`src/sv/plid_pkg.sv`:
```
// Package for the positional list: request and response types, status codes,
// controller states and the command and status bundles between controller and datapath.
// Depends on nothing.
`timescale 1ns / 1ps
`default_nettype none

package plid_pkg;

   localparam int CAPACITY_DEFAULT = 16;
   localparam int DATA_W           = 32;
   localparam int POS_W            = 5;
   localparam int COUNT_W          = 5;

   typedef enum logic {
      ACT_INSERT = 1'b0,
      ACT_DELETE = 1'b1
   } action_type;

   typedef enum logic [1:0] {
      ST_DONE   = 2'd0,
      ST_BADPOS = 2'd1,
      ST_FULL   = 2'd2
   } status_type;

   typedef struct packed {
      action_type               action;
      logic [POS_W-1:0]         position;
      logic signed [DATA_W-1:0] value;
   } req_type;

   typedef struct packed {
      status_type               status;
      logic signed [DATA_W-1:0] removed_value;
      logic [COUNT_W-1:0]       count;
   } rsp_type;

   typedef enum logic [2:0] {
      S_IDLE,
      S_CHECK,
      S_DEL_CAP,
      S_SCAN,
      S_SHIFT_WR
   } state_type;

   typedef struct packed {
      logic       load;
      logic       k_load_count;
      logic       k_load_pos;
      logic       k_step;
      logic       rd_en;
      logic       rd_pos;
      logic       wr_en;
      logic       wr_val;
      logic       cap_removed;
      logic       count_inc;
      logic       count_dec;
      logic       respond;
      status_type status;
   } cmd_type;

   typedef struct packed {
      logic is_delete;
      logic pos_bad;
      logic full;
      logic more;
   } dp_status_type;

endpackage

`default_nettype wire

```
`src/sv/plid_ram.sv`:
```
// Generic single-write, single-read RAM with a registered read port.
// Depends on nothing.
`timescale 1ns / 1ps
`default_nettype none

module plid_ram #(
   parameter int WIDTH = 32,
   parameter int DEPTH = 16
) (
   input  wire logic                     clock,
   input  wire logic                     wr_en,
   input  wire logic [$clog2(DEPTH)-1:0] wr_addr,
   input  wire logic [WIDTH-1:0]         wr_data,
   input  wire logic                     rd_en,
   input  wire logic [$clog2(DEPTH)-1:0] rd_addr,
   output logic      [WIDTH-1:0]         rd_data
);

   logic [WIDTH-1:0] mem_ff [DEPTH];
   logic [WIDTH-1:0] rd_data_ff;

   always_ff @(posedge clock) begin
      if (wr_en) begin
         mem_ff[wr_addr] <= wr_data;
      end
      if (rd_en) begin
         rd_data_ff <= mem_ff[rd_addr];
      end
   end

   assign rd_data = rd_data_ff;

endmodule

`default_nettype wire

```
`src/sv/plid_ctrl.sv`:
```
// Controller for the positional list: sequences checking, entry shifting and the response.
// Depends on plid_pkg.
`timescale 1ns / 1ps
`default_nettype none

module plid_ctrl (
   input  wire logic                    clock,
   input  wire logic                    reset,
   input  wire logic                    start,
   input  wire plid_pkg::dp_status_type dp_status,
   output plid_pkg::cmd_type            cmd,
   output logic                         busy
);

   plid_pkg::state_type state_ff;
   plid_pkg::state_type state_in;

   always_ff @(posedge clock) begin
      if (reset) begin
         state_ff <= plid_pkg::S_IDLE;
      end else begin
         state_ff <= state_in;
      end
   end

   always_comb begin
      state_in   = state_ff;
      cmd        = '0;
      cmd.status = plid_pkg::ST_DONE;
      case (state_ff)
         plid_pkg::S_IDLE: begin
            if (start) begin
               cmd.load = 1'b1;
               state_in = plid_pkg::S_CHECK;
            end
         end
         plid_pkg::S_CHECK: begin
            // Position is checked before fullness, so a bad position wins.
            if (dp_status.pos_bad) begin
               cmd.respond = 1'b1;
               cmd.status  = plid_pkg::ST_BADPOS;
               state_in    = plid_pkg::S_IDLE;
            end else if (!dp_status.is_delete && dp_status.full) begin
               cmd.respond = 1'b1;
               cmd.status  = plid_pkg::ST_FULL;
               state_in    = plid_pkg::S_IDLE;
            end else if (dp_status.is_delete) begin
               cmd.rd_en  = 1'b1;
               cmd.rd_pos = 1'b1;
               state_in   = plid_pkg::S_DEL_CAP;
            end else begin
               cmd.k_load_count = 1'b1;
               state_in         = plid_pkg::S_SCAN;
            end
         end
         plid_pkg::S_DEL_CAP: begin
            cmd.cap_removed = 1'b1;
            cmd.k_load_pos  = 1'b1;
            state_in        = plid_pkg::S_SCAN;
         end
         plid_pkg::S_SCAN: begin
            if (dp_status.more) begin
               cmd.rd_en = 1'b1;
               state_in  = plid_pkg::S_SHIFT_WR;
            end else begin
               // Shifting is finished: store the new word or drop the last slot.
               if (dp_status.is_delete) begin
                  cmd.count_dec = 1'b1;
               end else begin
                  cmd.wr_en     = 1'b1;
                  cmd.wr_val    = 1'b1;
                  cmd.count_inc = 1'b1;
               end
               cmd.respond = 1'b1;
               state_in    = plid_pkg::S_IDLE;
            end
         end
         plid_pkg::S_SHIFT_WR: begin
            cmd.wr_en  = 1'b1;
            cmd.k_step = 1'b1;
            state_in   = plid_pkg::S_SCAN;
         end
         default: begin
            state_in = plid_pkg::S_IDLE;
         end
      endcase
   end

   assign busy = (state_ff != plid_pkg::S_IDLE);

endmodule

`default_nettype wire

```
`src/sv/plid_dp.sv`:
```
// Datapath for the positional list: request latch, length count, shift pointer,
// entry RAM and response register. Depends on plid_pkg and plid_ram.
`timescale 1ns / 1ps
`default_nettype none

module plid_dp #(
   parameter int CAPACITY = plid_pkg::CAPACITY_DEFAULT
) (
   input  wire logic                    clock,
   input  wire logic                    reset,
   input  wire plid_pkg::req_type       req_item,
   input  wire plid_pkg::cmd_type       cmd,
   output plid_pkg::dp_status_type      dp_status,
   output logic                         rsp_strobe,
   output plid_pkg::rsp_type            rsp_item
);

   localparam int CW = $clog2(CAPACITY + 1);
   localparam int AW = $clog2(CAPACITY);
   localparam int MW = ((CW > plid_pkg::POS_W) ? CW : plid_pkg::POS_W) + 1;

   plid_pkg::action_type             act_ff;
   logic [plid_pkg::POS_W-1:0]       pos_ff;
   logic signed [plid_pkg::DATA_W-1:0] val_ff;
   logic signed [plid_pkg::DATA_W-1:0] removed_ff;
   logic [CW-1:0]                    count_ff;
   logic [CW-1:0]                    count_in;
   logic [CW-1:0]                    k_ff;
   logic [CW-1:0]                    k_in;
   logic [CW-1:0]                    k_m1;
   logic                             rsp_strobe_ff;
   plid_pkg::rsp_type                rsp_ff;
   plid_pkg::rsp_type                rsp_in;

   logic [MW-1:0]                    pos_ext;
   logic [MW-1:0]                    pos_m1;
   logic [MW-1:0]                    count_ext;
   logic [MW-1:0]                    count_in_ext;
   logic [MW-1:0]                    k_ext;
   logic                             is_del;

   logic [AW-1:0]                    rd_addr;
   logic [AW-1:0]                    wr_addr;
   logic [plid_pkg::DATA_W-1:0]      wr_data;
   logic [plid_pkg::DATA_W-1:0]      rd_data;

   assign is_del    = (act_ff == plid_pkg::ACT_DELETE);
   assign pos_ext   = MW'(pos_ff);
   assign pos_m1    = pos_ext - MW'(1);
   assign count_ext = MW'(count_ff);
   assign k_ext     = MW'(k_ff);
   assign k_m1      = k_ff - CW'(1);

   always_comb begin
      dp_status.is_delete = is_del;
      if (is_del) begin
         dp_status.pos_bad = (pos_ff == '0) || (pos_ext > count_ext);
         dp_status.more    = (k_ext < count_ext);
      end else begin
         dp_status.pos_bad = (pos_ff == '0) || (pos_ext > (count_ext + MW'(1)));
         dp_status.more    = (k_ext >= pos_ext);
      end
      dp_status.full = (count_ff == CW'(CAPACITY));
   end

   // Insert walks down from the top, reading k-1 into k; delete walks up,
   // reading k into k-1.
   always_comb begin
      if (cmd.rd_pos) begin
         rd_addr = pos_m1[AW-1:0];
      end else if (is_del) begin
         rd_addr = k_ff[AW-1:0];
      end else begin
         rd_addr = k_m1[AW-1:0];
      end
      if (cmd.wr_val || !is_del) begin
         wr_addr = k_ff[AW-1:0];
      end else begin
         wr_addr = k_m1[AW-1:0];
      end
      wr_data = cmd.wr_val ? val_ff : rd_data;
   end

   plid_ram #(
      .WIDTH (plid_pkg::DATA_W),
      .DEPTH (CAPACITY)
   ) u_ram (
      .clock   (clock),
      .wr_en   (cmd.wr_en),
      .wr_addr (wr_addr),
      .wr_data (wr_data),
      .rd_en   (cmd.rd_en),
      .rd_addr (rd_addr),
      .rd_data (rd_data)
   );

   always_comb begin
      count_in = count_ff;
      if (cmd.count_inc) begin
         count_in = count_ff + CW'(1);
      end else if (cmd.count_dec) begin
         count_in = count_ff - CW'(1);
      end

      k_in = k_ff;
      if (cmd.k_load_count) begin
         k_in = count_ff;
      end else if (cmd.k_load_pos) begin
         k_in = pos_ext[CW-1:0];
      end else if (cmd.k_step) begin
         k_in = is_del ? (k_ff + CW'(1)) : k_m1;
      end

      count_in_ext         = MW'(count_in);
      rsp_in.status        = cmd.status;
      rsp_in.removed_value = removed_ff;
      rsp_in.count         = count_in_ext[plid_pkg::COUNT_W-1:0];
   end

   always_ff @(posedge clock) begin
      if (reset) begin
         count_ff      <= '0;
         rsp_strobe_ff <= 1'b0;
      end else begin
         count_ff      <= count_in;
         rsp_strobe_ff <= cmd.respond;
      end
   end

   always_ff @(posedge clock) begin
      k_ff <= k_in;
      if (cmd.load) begin
         act_ff     <= req_item.action;
         pos_ff     <= req_item.position;
         val_ff     <= req_item.value;
         removed_ff <= '0;
      end else if (cmd.cap_removed) begin
         removed_ff <= rd_data;
      end
      if (cmd.respond) begin
         rsp_ff <= rsp_in;
      end
   end

   assign rsp_strobe = rsp_strobe_ff;
   assign rsp_item   = rsp_ff;

endmodule

`default_nettype wire

```
`src/sv/positional_list_insert_delete.sv`:
```
// Top level of the positional list: insert and delete of signed words at a
// 1-based position. Depends on plid_pkg, plid_ctrl and plid_dp.
//
//   Channel    Ports                          Handshake
//   request    start, busy, req_item          taken when start is high and busy is low
//   response   rsp_strobe, rsp_item           valid for one cycle, cannot be held off
//
// A rejected request is answered from the check state, with no shifting. An
// insert at position p shifts the entries from p up by one slot, a delete the
// entries after p down by one: every entry moved costs a read state and a write
// state, as the entry RAM has a registered read port.
// A new request may be accepted in the cycle the strobe shows.
// Reset clears the length and the controller; entry contents need no clearing.
`timescale 1ns / 1ps
`default_nettype none

module positional_list_insert_delete #(
   parameter int CAPACITY = plid_pkg::CAPACITY_DEFAULT
) (
   input  wire logic              clock,
   input  wire logic              reset,
   input  wire logic              start,
   output logic                   busy,
   input  wire plid_pkg::req_type req_item,
   output logic                   rsp_strobe,
   output plid_pkg::rsp_type      rsp_item
);

   plid_pkg::cmd_type       cmd;
   plid_pkg::dp_status_type dp_status;

   plid_ctrl u_ctrl (
      .clock     (clock),
      .reset     (reset),
      .start     (start),
      .dp_status (dp_status),
      .cmd       (cmd),
      .busy      (busy)
   );

   plid_dp #(
      .CAPACITY (CAPACITY)
   ) u_dp (
      .clock      (clock),
      .reset      (reset),
      .req_item   (req_item),
      .cmd        (cmd),
      .dp_status  (dp_status),
      .rsp_strobe (rsp_strobe),
      .rsp_item   (rsp_item)
   );

endmodule

`default_nettype wire

```
`config.mk`:
```
export PLATFORM = sky130hd
export DESIGN_NAME = positional_list_insert_delete
export DESIGN_NICKNAME = d
export VERILOG_FILES = /design/src/sv/plid_pkg.sv /design/src/sv/plid_ram.sv /design/src/sv/plid_ctrl.sv /design/src/sv/plid_dp.sv /design/src/sv/positional_list_insert_delete.sv
export SDC_FILE = /design/constraint.sdc
export NUM_CORES = 1
export LEC_CHECK = 0
export BUFFER_PORTS_ARGS = -buffer_cell sky130_fd_sc_hd__buf_2
export CAP_MARGIN = 15
export CORE_ASPECT_RATIO = 2
export CORE_UTILIZATION = 30
export CTS_BUF_LIST = sky130_fd_sc_hd__clkbuf_4
export DETAILED_ROUTE_END_ITERATION = 16
export PLACE_DENSITY = 0.47
export SLEW_MARGIN = 40
export SYNTH_ARGS = -nofsm -noshare
export SYNTH_HDL_FRONTEND = slang
export SYNTH_SLANG_ARGS = --single-unit
```
`constraint.sdc`:
```
create_clock -name clock -period 14.2 [get_ports clock]
set_input_delay 2.84 -clock clock [delete_from_list [all_inputs] [get_ports clock]]
set_output_delay 2.84 -clock clock [all_outputs]
set_load 0.05 [all_outputs]
```
==> impl_metrics.json <==
{
  "outcome": "complete, no violations",
  "period_minus_slack_ns": 5.073,
  "final-max-slew-violation-count": 0,
  "endpoint_kind": "register",
  "cts_buffer_depth": 3,
  "setup_viol": 0,
  "path_clk_slew_ns": 0.08,
  "synth-edff-count": 626,
  "grt_antenna_before_repair": 2,
  "slowest_stage": "o41ai_2",
  "die_h_um": 427.2,
  "place_hpwl_um": 40610,
  "yosysSeqAreaShare_pct": 72.34,
  "mostFrequentLayoutCell": "edfxtp_1",
  "fin_area_um2": 31010,
  "critical_path_required_ns": 14.84,
  "n_fill_cell": 8661,
  "critPathMaxStageDelay_ns": 0.78,
  "fin_skew_ns": 0.05567,
  "grt-ovfl-total": 0,
  "dpl-instance-area_um2": 28990,
  "grt_pass1_wl_um": 116300,
  "ys.flop_type": "edfxtp_1",
  "rows": 155,
  "start_util_pct": 30.33,
  "timing.final.ws_setup_ns": 9.127,
  "cts.hold.buffers_added": 0,
  "cts_max_level": 4,
  "netlist.area_leader.share_pct": 69.32,
  "worstPathArrival_ns": 5.71,
  "final_hold_viol_count": 0,
  "num_vias": 17470,
  "syn_nets": 2101,
  "placedCellCount": 3198,
  "regArea_um2": 19620,
  "clock_latency_ns": 0.97,
  "die_w_um": 214.6,
  "synthToLayoutAreaGrowth_pct": 14.34,
  "synth_cell_types": 58,
  "cp_max_fo": 33,
  "syn_avg_cell_area_um2": 13.33,
  "rsz0062_at_grt": "false",
  "die-area_um2": 91670,
  "gp_congestion": 0.8053,
  "tightest_slew_ns": 0.8514,
  "io_buffer_count": 81,
  "ctsResizeCount": 0,
  "fin_util_pct": 34.68,
  "via_per_inst": 5.033,
  "crit_type": "reg -> reg",
  "drv_cap": 0,
  "cts_tree": "yes",
  "peakVddDrop_mv": 0.06360,
  "ioPinCount": 82,
  "p_leak_nw": 10.64,
  "yosysTopAreaCell": "edfxtp_1",
  "crit_chain": "ha_1, nand3_1, xnor2_1, ha_1, and3_1, a221oi_1, o41ai_2, o21ai_0, a31oi_4, buf_4, nand2b_2, buf_4, o311ai_1",
  "period_share_pct": 35.73,
  "ys_async_sr_fraction_pct": 0,
  "hold_ws_ns": 0.4177,
  "grt_max_degree": 156,
  "coreArea_um2": 89400,
  "worst_slew_margin_rel_pct": 43.24,
  "wire_per_inst_um": 22.73,
  "dpl_worst_slack_ns": 8.868,
  "first_pass_iters": 8,
  "multiInputGateArea_um2": 7076,
  "cts_made_buffers": 152,
  "routed_wl_um": 78910,
  "drive_gt1_share_pct": 20.33,
  "grt_pass1_vias": 18160,
  "worstHoldPathType": "reg -> reg",
  "synth_area_leaders": "edfxtp_1 (69%), nand2_1 (8.6%), a221oi_1 (3.1%), dfxtp_1 (3.0%), a21oi_1 (1.5%)",
  "fin_setup_tns_ns": 0,
  "synth_warnings": 0,
  "cts_setup_buffers": 0,
  "drt_first_iter_violations": 1167,
  "postSynthCellCount": 2034,
  "powerDensity_nw_per_um2": 143.7,
  "track_usage_pct": 17.31,
  "antenna_left": 0,
  "remaining_drc_errors": 0,
  "start_kind": "register",
  "ys_ff_latch": 667,
  "fin_cells": 3471,
  "cts.sinks": 667,
  "layout_common_cells": "edfxtp_1 (626), nand2_1 (623), clkbuf_4 (227)",
  "final_nets": 2242,
  "ctsRootBufferMaster": "clkbuf_4",
  "syn_area_um2": 27120,
  "p_total_mw": 4.457,
  "fmax_mhz": 197.1
}
## logic make-up (layout without fill, tap and decap cells)
| group | count (synthesis) | after routing | synth area share (%) |
|---|---|---|---|
| XOR/XNOR | 18 | 18 | 0.5814 |
| AND/OR/NAND/NOR | 846 | 846 | 13.15 |
| adder cells (fa/ha/maj) | 26 | 26 | 1.200 |
| AO/OA/AOI/OAI | 285 | 285 | 8.485 |
| buffers and inverters | 153 | 411 | 2.635 |
| multiplexers | 39 | 39 | 1.606 |
| flip-flops | 667 | 667 | 72.34 |
| other | 0 | 2 | 0 |
## cell usage after synthesis (15+ instances only)
cell type / number
xnor2_1: 15
dfxtp_1: 41
o311ai_1: 31
clkbuf_1: 56
nand4_1: 36
nand2_1: 623
inv_1: 17
a221oi_1: 97
nor2_1: 40
edfxtp_1: 626
ha_1: 26
nand3_1: 73
buf_2: 52
and3_1: 35
mux2_2: 36
a2111oi_2: 19
a21oi_1: 81
## path summary, 6_finish.rpt
kind | from | endpoint | slack, ns | cells past startpoint
max | u_dp.count_ff[0] | u_dp.u_ram.rd_data[29] | 9.13 | 13
min | u_dp.removed_ff[8] | u_dp.rsp_item[13] | 0.42 | 0
max reg2reg | u_dp.count_ff[0] | u_dp.u_ram.rd_data[29] | 9.13 | 13
min reg2reg | u_dp.removed_ff[8] | u_dp.rsp_item[13] | 0.42 | 0
## per-layer routing
| layer | routed length, um | share of wire, % | up-vias | global-route usage, % |
|---|---|---|---|---|
| met5 | 0 | 0 | - | 0 |
| met2 | 41900 | 53 | 550 | 31.76 |
| li1 | - | - | 7949 | - |
| met4 | 3337 | 4.2 | 0 | 8.869 |
| met1 | 30170 | 38 | 8789 | 19.23 |
| met3 | 3502 | 4.4 | 182 | 2.736 |
## sequential cells by signal (all words and copies together) (netlist names)
signal	cells
u_dp.rsp_strobe	1
u_dp.val_ff	32
u_dp.pos_ff	5
u_dp.rsp_item	39
u_dp.u_ram.mem_ff	512
u_dp.count_ff	5
u_dp.act_ff	1
u_dp.u_ram.rd_data	32
u_ctrl.state_ff	3
u_dp.k_ff	5
u_dp.removed_ff	32
## cell type report
| class | instances | area share (%) |
|---|---|---|
| tap | 1177 | 4.749 |
| multi-input combinational | 1214 | 22.82 |
| clock inverter | 44 | 0.9402 |
| timing repair buffer | 121 | 2.478 |
| antenna | 2 | 0.01614 |
| inverter | 19 | 0.2300 |
| clock buffer | 227 | 5.496 |
| sequential | 667 | 63.27 |
## report_power, final
| group | total [mW] | switching [mW] | internal [mW] |
|---|---|---|---|
| Combinational | 0.643 | 0.462 | 0.180 |
| Sequential | 2.23 | 0.0236 | 2.21 |
| Clock | 1.58 | 0.776 | 0.805 |
| Total | 4.46 | 1.26 | 3.19 |
## worst max-delay path, delay by kind of cell (launching register included)
kind	cells	cell delay (ns)
and+or+nand+nor	3	0.87
xor gates and xnor gates	1	0.16
buffers and inverters	2	1.05
DFF	1	0.53
AOI/OAI and AO/OA	5	1.57
adders and majority gates	2	0.58
Power figures use the tool's default switching activity.
